### src/rtl/tftp_rd_pkg.sv
`timescale 1ns / 1ps
`default_nettype none
// ---------------------------------------------------------------------------
// tftp_rd_pkg
// Shared types and constants of the tftp read receiver.
// ---------------------------------------------------------------------------
package tftp_rd_pkg;

  // payload size of a full data block
  localparam int BLOCK_BYTES = 512;
  localparam int LEN_W       = 10;
  localparam int HDR_BYTES   = 4;

  // tftp opcodes of interest
  localparam logic [15:0] OP_DATA  = 16'd3;
  localparam logic [15:0] OP_ERROR = 16'd5;

  // configuration reset values
  localparam logic [31:0] DEFAULT_SERVER_ADDR = 32'd0;
  localparam logic [15:0] DEFAULT_SERVER_PORT = 16'd69;
  localparam logic [7:0]  DEFAULT_RETRY_LIMIT = 8'd10;

  localparam logic [7:0]  RETRY_MAX = 8'hFF;

  typedef enum logic [1:0] {
    REG_SERVER_ADDR = 2'd0,
    REG_SERVER_PORT = 2'd1,
    REG_RETRY_LIMIT = 2'd2
  } reg_idx_t;

  typedef enum logic [1:0] {
    ACT_START   = 2'd0,
    ACT_PACKET  = 2'd1,
    ACT_TIMEOUT = 2'd2,
    ACT_ABORT   = 2'd3
  } act_t;

  typedef enum logic [1:0] {
    PH_IDLE = 2'd0,
    PH_OPEN = 2'd1,
    PH_XFER = 2'd2,
    PH_DONE = 2'd3
  } phase_t;

  typedef enum logic [1:0] {
    RSP_NONE   = 2'd0,
    RSP_RRQ    = 2'd1,
    RSP_ACK    = 2'd2,
    RSP_STIFLE = 2'd3
  } rsp_t;

  typedef enum logic [2:0] {
    ST_IDLE       = 3'd0,
    ST_XFER       = 3'd1,
    ST_COMPLETE   = 3'd2,
    ST_REMOTE_ERR = 3'd3,
    ST_RETRY_FAIL = 3'd4
  } status_t;

  // classified item passed from front to back
  typedef struct packed {
    act_t              action;
    logic              addr_match;
    logic [15:0]       sport;
    logic [15:0]       blk;
    logic              len_ok;
    logic              is_data;
    logic              is_error;
    logic [LEN_W-1:0]  data_len;
    logic              short_blk;
    logic [15:0]       ecode;
  } cls_t;

  // configuration seen by the back end
  typedef struct packed {
    logic [15:0] server_port;
    logic [7:0]  retry_limit;
  } back_cfg_t;

endpackage
`default_nettype wire

### src/rtl/tftp_rd_if.sv
`timescale 1ns / 1ps
`default_nettype none
// ---------------------------------------------------------------------------
// tftp_rd_if
// Valid/ready channels for events in and results out.
// ---------------------------------------------------------------------------
interface tftp_rd_in_if;
  logic        valid;
  logic        ready;
  logic [1:0]  action;
  logic [31:0] src_addr;
  logic [15:0] src_port;
  logic [15:0] opcode;
  logic [15:0] block_num;
  logic [9:0]  packet_len;
  logic [15:0] error_code;

  modport source (output valid, action, src_addr, src_port, opcode, block_num,
                  packet_len, error_code, input ready);
  modport sink   (input valid, action, src_addr, src_port, opcode, block_num,
                  packet_len, error_code, output ready);
endinterface

interface tftp_rd_out_if;
  logic        valid;
  logic        ready;
  logic [1:0]  response;
  logic [15:0] dest_port;
  logic [15:0] ack_block;
  logic        data_valid;
  logic [9:0]  data_len;
  logic        last_block;
  logic [2:0]  status;
  logic [15:0] remote_error;

  modport source (output valid, response, dest_port, ack_block, data_valid, data_len,
                  last_block, status, remote_error, input ready);
  modport sink   (input valid, response, dest_port, ack_block, data_valid, data_len,
                  last_block, status, remote_error, output ready);
endinterface
`default_nettype wire

### src/rtl/tftp_rd_front.sv
`timescale 1ns / 1ps
`default_nettype none
// ---------------------------------------------------------------------------
// tftp_rd_front
// Accepts events and decodes the stateless parts of each packet header.
// ---------------------------------------------------------------------------
module tftp_rd_front
  import tftp_rd_pkg::*;
(
  input  logic [31:0]         server_addr,
  tftp_rd_in_if.sink          in_ch,
  input  logic                q_full,
  output logic                push,
  output cls_t                cls
);

  localparam logic [LEN_W-1:0] BLOCK_LEN = LEN_W'(BLOCK_BYTES);
  localparam logic [LEN_W-1:0] HDR_LEN   = LEN_W'(HDR_BYTES);

  logic [LEN_W-1:0] payload_len;
  logic [LEN_W-1:0] payload_sat;

  // accept whenever the queue has room
  assign in_ch.ready = !q_full;
  assign push        = in_ch.valid && !q_full;

  // payload length, saturated at a full block
  assign payload_len = in_ch.packet_len - HDR_LEN;
  assign payload_sat = (payload_len > BLOCK_LEN) ? BLOCK_LEN : payload_len;

  // header classification
  always_comb begin
    cls.action     = act_t'(in_ch.action);
    cls.addr_match = (in_ch.src_addr == server_addr);
    cls.sport      = in_ch.src_port;
    cls.blk        = in_ch.block_num;
    cls.len_ok     = (in_ch.packet_len >= HDR_LEN);
    cls.is_data    = (in_ch.opcode == OP_DATA);
    cls.is_error   = (in_ch.opcode == OP_ERROR);
    cls.data_len   = payload_sat;
    cls.short_blk  = (payload_sat < BLOCK_LEN);
    cls.ecode      = in_ch.error_code;
  end

endmodule
`default_nettype wire

### src/rtl/tftp_rd_fifo.sv
`timescale 1ns / 1ps
`default_nettype none
// ---------------------------------------------------------------------------
// tftp_rd_fifo
// Two-entry queue of classified items between front and back.
// ---------------------------------------------------------------------------
module tftp_rd_fifo
  import tftp_rd_pkg::*;
(
  input  logic  clk,
  input  logic  rst_n,
  input  logic  push,
  input  cls_t  wdata,
  output logic  full,
  input  logic  pop,
  output logic  rvalid,
  output cls_t  rdata
);

  cls_t       mem_r [2];
  logic       wr_ptr_r, wr_ptr_nxt;
  logic       rd_ptr_r, rd_ptr_nxt;
  logic [1:0] count_r, count_nxt;

  assign full   = (count_r == 2'd2);
  assign rvalid = (count_r != 2'd0);
  assign rdata  = mem_r[rd_ptr_r];

  // pointer and fill count update
  always_comb begin
    wr_ptr_nxt = push ? !wr_ptr_r : wr_ptr_r;
    rd_ptr_nxt = pop  ? !rd_ptr_r : rd_ptr_r;
    count_nxt  = count_r + {1'b0, push} - {1'b0, pop};
  end

  always_ff @(posedge clk) begin
    if (!rst_n) begin
      wr_ptr_r <= 1'b0;
      rd_ptr_r <= 1'b0;
      count_r  <= 2'd0;
    end else begin
      wr_ptr_r <= wr_ptr_nxt;
      rd_ptr_r <= rd_ptr_nxt;
      count_r  <= count_nxt;
    end
  end

  // entry storage
  always_ff @(posedge clk) begin
    if (push) begin
      mem_r[wr_ptr_r] <= wdata;
    end
  end

endmodule
`default_nettype wire

### src/rtl/tftp_rd_back.sv
`timescale 1ns / 1ps
`default_nettype none
// ---------------------------------------------------------------------------
// tftp_rd_back
// Transfer state machine: applies one classified item per cycle while the
// output register is free or being taken, and registers its result.
// ---------------------------------------------------------------------------
module tftp_rd_back
  import tftp_rd_pkg::*;
(
  input  logic           clk,
  input  logic           rst_n,
  input  back_cfg_t      cfg,
  input  logic           q_valid,
  input  cls_t           q_data,
  output logic           pop,
  tftp_rd_out_if.source  out_ch
);

  // transfer state
  phase_t      phase_r, phase_nxt;
  logic        awaiting_r, awaiting_nxt;
  logic [15:0] peer_port_r, peer_port_nxt;
  logic [15:0] last_blk_r, last_blk_nxt;
  logic [7:0]  retry_cnt_r, retry_cnt_nxt;
  logic        end_seen_r, end_seen_nxt;
  status_t     final_st_r, final_st_nxt;
  logic [15:0] saved_err_r, saved_err_nxt;

  // output register
  logic             out_valid_r, out_valid_nxt;
  rsp_t             rsp_r, rsp_nxt;
  logic [15:0]      dport_r, dport_nxt;
  logic [15:0]      ack_r, ack_nxt;
  logic             dv_r, dv_nxt;
  logic [LEN_W-1:0] dlen_r, dlen_nxt;
  logic             last_r, last_nxt;
  status_t          status_r, status_nxt;
  logic [15:0]      rerr_r, rerr_nxt;

  logic        active;
  logic        ours;
  logic        do_retry;
  logic [15:0] peer_eff;
  logic [15:0] expect_blk;
  logic [7:0]  cnt_inc;

  assign pop = q_valid && (!out_valid_r || out_ch.ready);

  assign out_ch.valid        = out_valid_r;
  assign out_ch.response     = rsp_r;
  assign out_ch.dest_port    = dport_r;
  assign out_ch.ack_block    = ack_r;
  assign out_ch.data_valid   = dv_r;
  assign out_ch.data_len     = dlen_r;
  assign out_ch.last_block   = last_r;
  assign out_ch.status       = status_r;
  assign out_ch.remote_error = rerr_r;

  assign active     = (phase_r == PH_OPEN) || (phase_r == PH_XFER);
  // only a packet from the server can latch the peer port
  assign peer_eff   = (q_data.action == ACT_PACKET && q_data.addr_match && awaiting_r)
                      ? q_data.sport : peer_port_r;
  assign ours       = q_data.addr_match && (peer_eff == q_data.sport);
  assign expect_blk = last_blk_r + 16'd1;
  assign cnt_inc    = (retry_cnt_r != RETRY_MAX) ? retry_cnt_r + 8'd1 : retry_cnt_r;

  // next state and result of the item at the queue head
  always_comb begin
    phase_nxt     = phase_r;
    awaiting_nxt  = awaiting_r;
    peer_port_nxt = peer_port_r;
    last_blk_nxt  = last_blk_r;
    retry_cnt_nxt = retry_cnt_r;
    end_seen_nxt  = end_seen_r;
    final_st_nxt  = final_st_r;
    saved_err_nxt = saved_err_r;
    rsp_nxt       = RSP_NONE;
    dport_nxt     = 16'd0;
    ack_nxt       = 16'd0;
    dv_nxt        = 1'b0;
    dlen_nxt      = '0;
    last_nxt      = 1'b0;
    do_retry      = 1'b0;

    case (q_data.action)
      ACT_START: begin
        phase_nxt     = PH_OPEN;
        awaiting_nxt  = 1'b1;
        peer_port_nxt = cfg.server_port;
        last_blk_nxt  = 16'd0;
        retry_cnt_nxt = 8'd0;
        end_seen_nxt  = 1'b0;
        final_st_nxt  = ST_IDLE;
        saved_err_nxt = 16'd0;
        rsp_nxt       = RSP_RRQ;
        dport_nxt     = cfg.server_port;
      end
      ACT_PACKET: begin
        if (active) begin
          // first reply from the server latches its port
          if (q_data.addr_match && awaiting_r) begin
            awaiting_nxt  = 1'b0;
            peer_port_nxt = q_data.sport;
          end
          if (!ours) begin
            rsp_nxt   = RSP_STIFLE;
            dport_nxt = q_data.sport;
          end else if (q_data.len_ok && q_data.is_data && q_data.blk == expect_blk) begin
            last_blk_nxt  = q_data.blk;
            retry_cnt_nxt = 8'd0;
            end_seen_nxt  = q_data.short_blk;
            if (q_data.short_blk) begin
              phase_nxt    = PH_DONE;
              final_st_nxt = ST_COMPLETE;
            end else begin
              phase_nxt = PH_XFER;
            end
            rsp_nxt   = RSP_ACK;
            dport_nxt = peer_eff;
            ack_nxt   = q_data.blk;
            dv_nxt    = 1'b1;
            dlen_nxt  = q_data.data_len;
            last_nxt  = q_data.short_blk;
          end else if (q_data.len_ok && q_data.is_error) begin
            phase_nxt     = PH_DONE;
            final_st_nxt  = ST_REMOTE_ERR;
            saved_err_nxt = q_data.ecode;
          end else begin
            do_retry = 1'b1;
          end
        end
      end
      ACT_TIMEOUT: begin
        do_retry = active;
      end
      ACT_ABORT: begin
        if (phase_r != PH_IDLE) begin
          if (!end_seen_r && !awaiting_r) begin
            rsp_nxt   = RSP_STIFLE;
            dport_nxt = peer_port_r;
          end
          phase_nxt     = PH_IDLE;
          awaiting_nxt  = 1'b0;
          peer_port_nxt = 16'd0;
          last_blk_nxt  = 16'd0;
          retry_cnt_nxt = 8'd0;
          end_seen_nxt  = 1'b0;
          final_st_nxt  = ST_IDLE;
          saved_err_nxt = 16'd0;
        end
      end
      default: begin
        do_retry = 1'b0;
      end
    endcase

    // failed attempt: re-send or give up
    if (do_retry) begin
      retry_cnt_nxt = cnt_inc;
      if (cnt_inc >= cfg.retry_limit) begin
        phase_nxt    = PH_DONE;
        final_st_nxt = ST_RETRY_FAIL;
      end else begin
        dport_nxt = peer_eff;
        if (phase_r == PH_OPEN) begin
          rsp_nxt = RSP_RRQ;
        end else begin
          rsp_nxt = RSP_ACK;
          ack_nxt = last_blk_r;
        end
      end
    end

    // status follows the new phase
    case (phase_nxt)
      PH_IDLE: status_nxt = ST_IDLE;
      PH_DONE: status_nxt = final_st_nxt;
      default: status_nxt = ST_XFER;
    endcase
    rerr_nxt = saved_err_nxt;

    out_valid_nxt = pop ? 1'b1 : (out_valid_r && !out_ch.ready);
  end

  // state registers, advanced only when an item is taken
  always_ff @(posedge clk) begin
    if (!rst_n) begin
      phase_r     <= PH_IDLE;
      awaiting_r  <= 1'b0;
      peer_port_r <= 16'd0;
      last_blk_r  <= 16'd0;
      retry_cnt_r <= 8'd0;
      end_seen_r  <= 1'b0;
      final_st_r  <= ST_IDLE;
      saved_err_r <= 16'd0;
      out_valid_r <= 1'b0;
    end else begin
      out_valid_r <= out_valid_nxt;
      if (pop) begin
        phase_r     <= phase_nxt;
        awaiting_r  <= awaiting_nxt;
        peer_port_r <= peer_port_nxt;
        last_blk_r  <= last_blk_nxt;
        retry_cnt_r <= retry_cnt_nxt;
        end_seen_r  <= end_seen_nxt;
        final_st_r  <= final_st_nxt;
        saved_err_r <= saved_err_nxt;
      end
    end
  end

  // result payload
  always_ff @(posedge clk) begin
    if (pop) begin
      rsp_r    <= rsp_nxt;
      dport_r  <= dport_nxt;
      ack_r    <= ack_nxt;
      dv_r     <= dv_nxt;
      dlen_r   <= dlen_nxt;
      last_r   <= last_nxt;
      status_r <= status_nxt;
      rerr_r   <= rerr_nxt;
    end
  end

endmodule
`default_nettype wire

### src/rtl/tftp_read_receiver_top.sv
`timescale 1ns / 1ps
`default_nettype none
// ---------------------------------------------------------------------------
// tftp_read_receiver_top
// Receive side of a tftp read client, one event item in, one result out.
// ---------------------------------------------------------------------------
// in_ch carries events: start, parsed packet header, reply timeout, abort.
// out_ch returns one result item per event: the packet to emit (read
// request, ack or stifle error), accepted payload info and transfer status.
// cfg_we/cfg_index/cfg_wdata write server address, server port and retry
// limit; write them only while no item is in flight.
// From input accept, an item is registered in the two-entry classify queue,
// then passes through the state machine into the output register.
// Throughput is one item per cycle while out_ch does not stall, set by
// the back end, which updates its state once per item taken.
// When out_ch stalls, the output register holds its item, the queue fills
// and in_ch.ready drops once both queue entries are taken.
// Synchronous reset returns the transfer to idle, empties the queue and
// restores configuration defaults (port 69, retry limit 10).
// ---------------------------------------------------------------------------
module tftp_read_receiver_top
  import tftp_rd_pkg::*;
(
  input  logic          clk,
  input  logic          rst_n,
  tftp_rd_in_if.sink    in_ch,
  tftp_rd_out_if.source out_ch,
  input  logic          cfg_we,
  input  logic [1:0]    cfg_index,
  input  logic [31:0]   cfg_wdata
);

  logic [31:0] server_addr_r;
  logic [15:0] server_port_r;
  logic [7:0]  retry_limit_r;
  back_cfg_t   back_cfg;

  logic q_full;
  logic q_push;
  logic q_pop;
  logic q_valid;
  cls_t q_wdata;
  cls_t q_rdata;

  // configuration registers
  always_ff @(posedge clk) begin
    if (!rst_n) begin
      server_addr_r <= DEFAULT_SERVER_ADDR;
      server_port_r <= DEFAULT_SERVER_PORT;
      retry_limit_r <= DEFAULT_RETRY_LIMIT;
    end else if (cfg_we) begin
      case (reg_idx_t'(cfg_index))
        REG_SERVER_ADDR: server_addr_r <= cfg_wdata;
        REG_SERVER_PORT: server_port_r <= cfg_wdata[15:0];
        REG_RETRY_LIMIT: retry_limit_r <= cfg_wdata[7:0];
        default: ;
      endcase
    end
  end

  assign back_cfg.server_port = server_port_r;
  assign back_cfg.retry_limit = retry_limit_r;

  // classify front end
  tftp_rd_front u_front (
    .server_addr (server_addr_r),
    .in_ch       (in_ch),
    .q_full      (q_full),
    .push        (q_push),
    .cls         (q_wdata)
  );

  // queue between front and back
  tftp_rd_fifo u_fifo (
    .clk    (clk),
    .rst_n  (rst_n),
    .push   (q_push),
    .wdata  (q_wdata),
    .full   (q_full),
    .pop    (q_pop),
    .rvalid (q_valid),
    .rdata  (q_rdata)
  );

  // transfer state machine and output register
  tftp_rd_back u_back (
    .clk     (clk),
    .rst_n   (rst_n),
    .cfg     (back_cfg),
    .q_valid (q_valid),
    .q_data  (q_rdata),
    .pop     (q_pop),
    .out_ch  (out_ch)
  );

endmodule
`default_nettype wire

### src/flat_wrapper.sv
// flat-port wrapper written by rule: the top's interface ports become plain ports
module tftp_read_receiver_top_flat import tftp_rd_pkg::*;
  (clk, rst_n, cfg_we, cfg_index, cfg_wdata, in_ch_valid, in_ch_action, in_ch_src_addr, in_ch_src_port, in_ch_opcode, in_ch_block_num, in_ch_packet_len, in_ch_error_code, in_ch_ready, out_ch_valid, out_ch_response, out_ch_dest_port, out_ch_ack_block, out_ch_data_valid, out_ch_data_len, out_ch_last_block, out_ch_status, out_ch_remote_error, out_ch_ready);
  tftp_rd_in_if in_ch_i ();
  tftp_rd_out_if out_ch_i ();
  input  logic clk;
  input  logic rst_n;
  input  logic cfg_we;
  input  logic [1:0] cfg_index;
  input  logic [31:0] cfg_wdata;
  input wire logic [$bits(in_ch_i.valid)-1:0] in_ch_valid;
  input wire logic [$bits(in_ch_i.action)-1:0] in_ch_action;
  input wire logic [$bits(in_ch_i.src_addr)-1:0] in_ch_src_addr;
  input wire logic [$bits(in_ch_i.src_port)-1:0] in_ch_src_port;
  input wire logic [$bits(in_ch_i.opcode)-1:0] in_ch_opcode;
  input wire logic [$bits(in_ch_i.block_num)-1:0] in_ch_block_num;
  input wire logic [$bits(in_ch_i.packet_len)-1:0] in_ch_packet_len;
  input wire logic [$bits(in_ch_i.error_code)-1:0] in_ch_error_code;
  output wire logic [$bits(in_ch_i.ready)-1:0] in_ch_ready;
  output wire logic [$bits(out_ch_i.valid)-1:0] out_ch_valid;
  output wire logic [$bits(out_ch_i.response)-1:0] out_ch_response;
  output wire logic [$bits(out_ch_i.dest_port)-1:0] out_ch_dest_port;
  output wire logic [$bits(out_ch_i.ack_block)-1:0] out_ch_ack_block;
  output wire logic [$bits(out_ch_i.data_valid)-1:0] out_ch_data_valid;
  output wire logic [$bits(out_ch_i.data_len)-1:0] out_ch_data_len;
  output wire logic [$bits(out_ch_i.last_block)-1:0] out_ch_last_block;
  output wire logic [$bits(out_ch_i.status)-1:0] out_ch_status;
  output wire logic [$bits(out_ch_i.remote_error)-1:0] out_ch_remote_error;
  input wire logic [$bits(out_ch_i.ready)-1:0] out_ch_ready;
  assign in_ch_i.valid = in_ch_valid;
  assign in_ch_i.action = in_ch_action;
  assign in_ch_i.src_addr = in_ch_src_addr;
  assign in_ch_i.src_port = in_ch_src_port;
  assign in_ch_i.opcode = in_ch_opcode;
  assign in_ch_i.block_num = in_ch_block_num;
  assign in_ch_i.packet_len = in_ch_packet_len;
  assign in_ch_i.error_code = in_ch_error_code;
  assign in_ch_ready = in_ch_i.ready;
  assign out_ch_valid = out_ch_i.valid;
  assign out_ch_response = out_ch_i.response;
  assign out_ch_dest_port = out_ch_i.dest_port;
  assign out_ch_ack_block = out_ch_i.ack_block;
  assign out_ch_data_valid = out_ch_i.data_valid;
  assign out_ch_data_len = out_ch_i.data_len;
  assign out_ch_last_block = out_ch_i.last_block;
  assign out_ch_status = out_ch_i.status;
  assign out_ch_remote_error = out_ch_i.remote_error;
  assign out_ch_i.ready = out_ch_ready;
  tftp_read_receiver_top u_core (.clk(clk), .rst_n(rst_n), .in_ch(in_ch_i), .out_ch(out_ch_i), .cfg_we(cfg_we), .cfg_index(cfg_index), .cfg_wdata(cfg_wdata));
endmodule
### config.mk
export PLATFORM = sky130hd
export DESIGN_NAME = tftp_read_receiver_top_flat
export DESIGN_NICKNAME = d
export VERILOG_FILES = /design/src/rtl/tftp_rd_pkg.sv /design/src/rtl/tftp_rd_if.sv /design/src/rtl/tftp_rd_front.sv /design/src/rtl/tftp_rd_fifo.sv /design/src/rtl/tftp_rd_back.sv /design/src/rtl/tftp_read_receiver_top.sv /design/src/flat_wrapper.sv
export SDC_FILE = /design/constraint.sdc
export NUM_CORES = 1
export LEC_CHECK = 0
export ABC_AREA = 1
export BUFFER_PORTS_ARGS = -buffer_cell sky130_fd_sc_hd__buf_2
export CORE_MARGIN = 4
export CORE_UTILIZATION = 40
export DETAILED_ROUTE_END_ITERATION = 10
export PLACE_DENSITY = 0.55
export SETUP_SLACK_MARGIN = 0.5
export SLEW_MARGIN = 20
export SYNTH_ARGS = -nofsm -noshare
export SYNTH_HDL_FRONTEND = slang
export SYNTH_SLANG_ARGS = --single-unit
### constraint.sdc
create_clock -name clk -period 10 [get_ports clk]
set_input_delay 2.5 -clock clk [delete_from_list [all_inputs] [get_ports clk]]
set_output_delay 2.5 -clock clk [all_outputs]
set_load 0.05 [all_outputs]
==> results.toml <==
[status]
outcome = "finished, final reports clean"

[placement]
dp_hpwl_um = 29620
io_buffers = 213
place.gp.congestion = 0.8651
placed_area_um2 = 16990
dp.cells = 2471

[grt]
grt-busiest-layer = "met2"
gr-total-overflow = 0
grt_pass1_wl_um = 68050
grt_max_degree = 72
grt_use_met3 = 0.04227
met2_usage = 0.3280
grt.total_usage = 0.2042
first_global_vias = 12430
antenna_found_initial = 1
met1_usage = 0.2841

[synth]
ys_ff_latch = 320
synth_fp_nets = 1979
syn_avg_cell_area_um2 = 8.569
synth_cell_type_count = 44
synth-async-reset-ratio = 0
ys.flop_type = "edfxtp_1"
synthDominantCellAreaShare = 0.3775
yosysSeqAreaShare = 0.5389
synth_area_leader_cell = "edfxtp_1"
synth_area_um2 = 15510
netlist_instances = 1810
synth_warnings = 0
synth-edff-count = 195
synth_area_leaders = "edfxtp_1 38%, dfxtp_1 16%, nand2_1 9.1%"

[setup_path]
critPathLaunchType = "flip-flop"
cp-end-kind = "flip-flop"
cp_max_fo = 64
cpMaxStageDelayCell = "nor2_4"
worstSetupPathType = "flip-flop to flip-flop"
critPathArrivalTime_ps = 5520
path_cells = "inv_2 > buf_4 > or2_2 > o21ai_0 > inv_1 > ha_1 > nand3_4 > nand3_1 > nand2_1 > nor2_1 > nand2_1 > nor2_2 > nand3_2 > nor2_1 > nand2_1 > nand2_2 > nand2_2 > nor2_4 > nand2_4 > nand3_1 > o21ai_1"
cp.required_ps = 10280
r2r_end = "u_core.u_back.out_ch.ack_block[6]"
slowest_delay_ps = 580
cp_common_cell = "nand2_1"
rrSetupSlack_ps = 4770
worstRegToRegCells = 21

[pwr]
p_per_area_nw_per_um2 = 292.9
peakVddDrop_mv = 0.1545
static-leakage-power_uw = 0.007895

[cells_and_area]
layout_commonest_cell = "nand2_1"
nets = 2167
stdcell_area_um2 = 18210
drive_gt1_frac = 0.1654
final_cell_mix = "376 x nand2_1, 214 x inv_1, 213 x buf_2"
syn_to_final_growth_pct = 17.38
fin_cells = 2538

[worst_hold_path]
min_path_type = "flip-flop to flip-flop"
hp-start = "u_core.u_fifo.rd_ptr_r"
holdPathStages = 1

[die]
rows = 71
ios = 214
die_y_um = 204.9
core_area_um2 = 37930
start_util = 0.4089
die_area_um2 = 41990
die_w_um = 204.9

[clocking]
cts_max_level = 2
cts_sinks = 320
clk-insertion-delay-late_ps = 560
cts_setup_buffers = 0
cts_tree = "yes"
ctsHoldBuffers = 0
cts-root-buf = "clkbuf_16"
clockBufferDepth = 3
post_cts_resized = 0
cts_buffers = 36
clk_pin_slew_worst_paths_ps = 60

[sta]
slew_violations = 0
maxSlewHeadroom = 0.3394
setup_viol = 0
rsz0062_at_grt = "false"
fin_crit_ps = 5235
finClkSkew_ps = 22.21
max_freq_ghz = 0.1910
hold_viol_final = 0
worstMarginPinSlew_ps = 990.9
finalCritPeriodShare = 0.5235
fin_tns_setup_ps = 0

[route]
ant_nets = 0
routedWlPerCell_um = 17.13
via_count = 12810
route.detailed.drc = 0
via_per_inst = 5.048
wl_um = 43470
first_pass_iters = 8
drt_iter0_drc = 773

[job]
drv_cap = 0
[kinds of logic (layout without fill, tap and decap cells)]
group / count (synthesis) / in the layout / share of synthesized area
buffers and inverters: 298 / 514 / 0.07688
AOI/OAI and AO/OA: 338 / 338 / 0.1266
DFF: 320 / 320 / 0.5389
adders and majority gates: 22 / 22 / 0.01775
xor gates and xnor gates: 40 / 40 / 0.02259
other: 0 / 1 / 0
and+or+nand+nor: 792 / 792 / 0.2173
[layer usage]
layer  part of all wire  vias to the layer above
li1                   -                     6475
met1               0.46                     5924
met2               0.46                      352
met3              0.064                       60
met4              0.017                        2
met5            0.00025                        -
[flip-flops by register name, indices dropped and copies added (netlist names), 10 cells and up, named ones only]
signal                             flops
u_core.u_back.out_ch.data_len         10
u_core.u_fifo.mem_r                  130
u_core.u_back.out_ch.ack_block        16
u_core.server_port_r                  16
u_core.u_back.out_ch.dest_port        16
u_core.server_addr_r                  32
u_core.u_back.peer_port_r             16
u_core.u_back.last_blk_r              16
u_core.u_back.out_ch.remote_error     16
u_core.u_back.saved_err_r             16
[power by group]
part	leakage, uW	total [uW]	switching [uW]	internal, uW
Clock	0.000597	1350	553	792
Combinational	0.00441	2040	1530	510
Sequential	0.00289	1950	175	1770
Total	0.00789	5330	2260	3070
[worst max-delay path: cells and delay by family, from the launching register on]
family,cells,cell delay (ps)
simple gates,15,3110
buf+inv,3,780
flops,1,470
compound gates,2,330
fa+ha+maj,1,230
[area by class of cell]
cell class              count  area, um^2
inverters                 221       832.0
multi-input cells        1192        5986
fillers                  3742       19730
flip-flops and latches    320        8362
well taps                 511       639.4
clock buffers              45       994.7
clock inverters            21       219.0
repair buffers            227        1171
diodes                      1       2.502
[cells in the mapped netlist, drive strengths merged, types with 28 or more instances]
library cell / number
a21oi: 90
clkbuf: 54
edfxtp: 195
inv: 217
xnor2: 28
nand2: 382
nor2: 208
o21ai: 153
nand3: 150
a211oi: 33
dfxtp: 125
[metrics by stage]
stage	setup slack (ps)	hold slack, ps	total power (uW)	util
floorplan	3994	425.8	3451	-
global placement	4913	436.4	4008	0.4478
detailed placement	4809	444.0	4023	0.4478
CTS	4760	454.0	5390	0.4798
global route	4151	463.5	5688	0.4799
finish	4765	452.5	5333	0.4800
[how the worst max path moves through the flow]
stage,from,end,cells past startpoint
finish,flip-flop,u_core.u_back.out_ch.ack_block[6],21
global route,flip-flop,u_core.u_back.out_ch.ack_block[10],21
CTS,flip-flop,u_core.u_back.out_ch.ack_block[13],21
detailed placement,flip-flop,u_core.u_back.out_ch.ack_block[13],21
global placement,flip-flop,u_core.u_back.out_ch.ack_block[7],21
floorplan,out_ch_ready,u_core.u_fifo.count_r[1],11
Power figures use the tool's default switching activity.
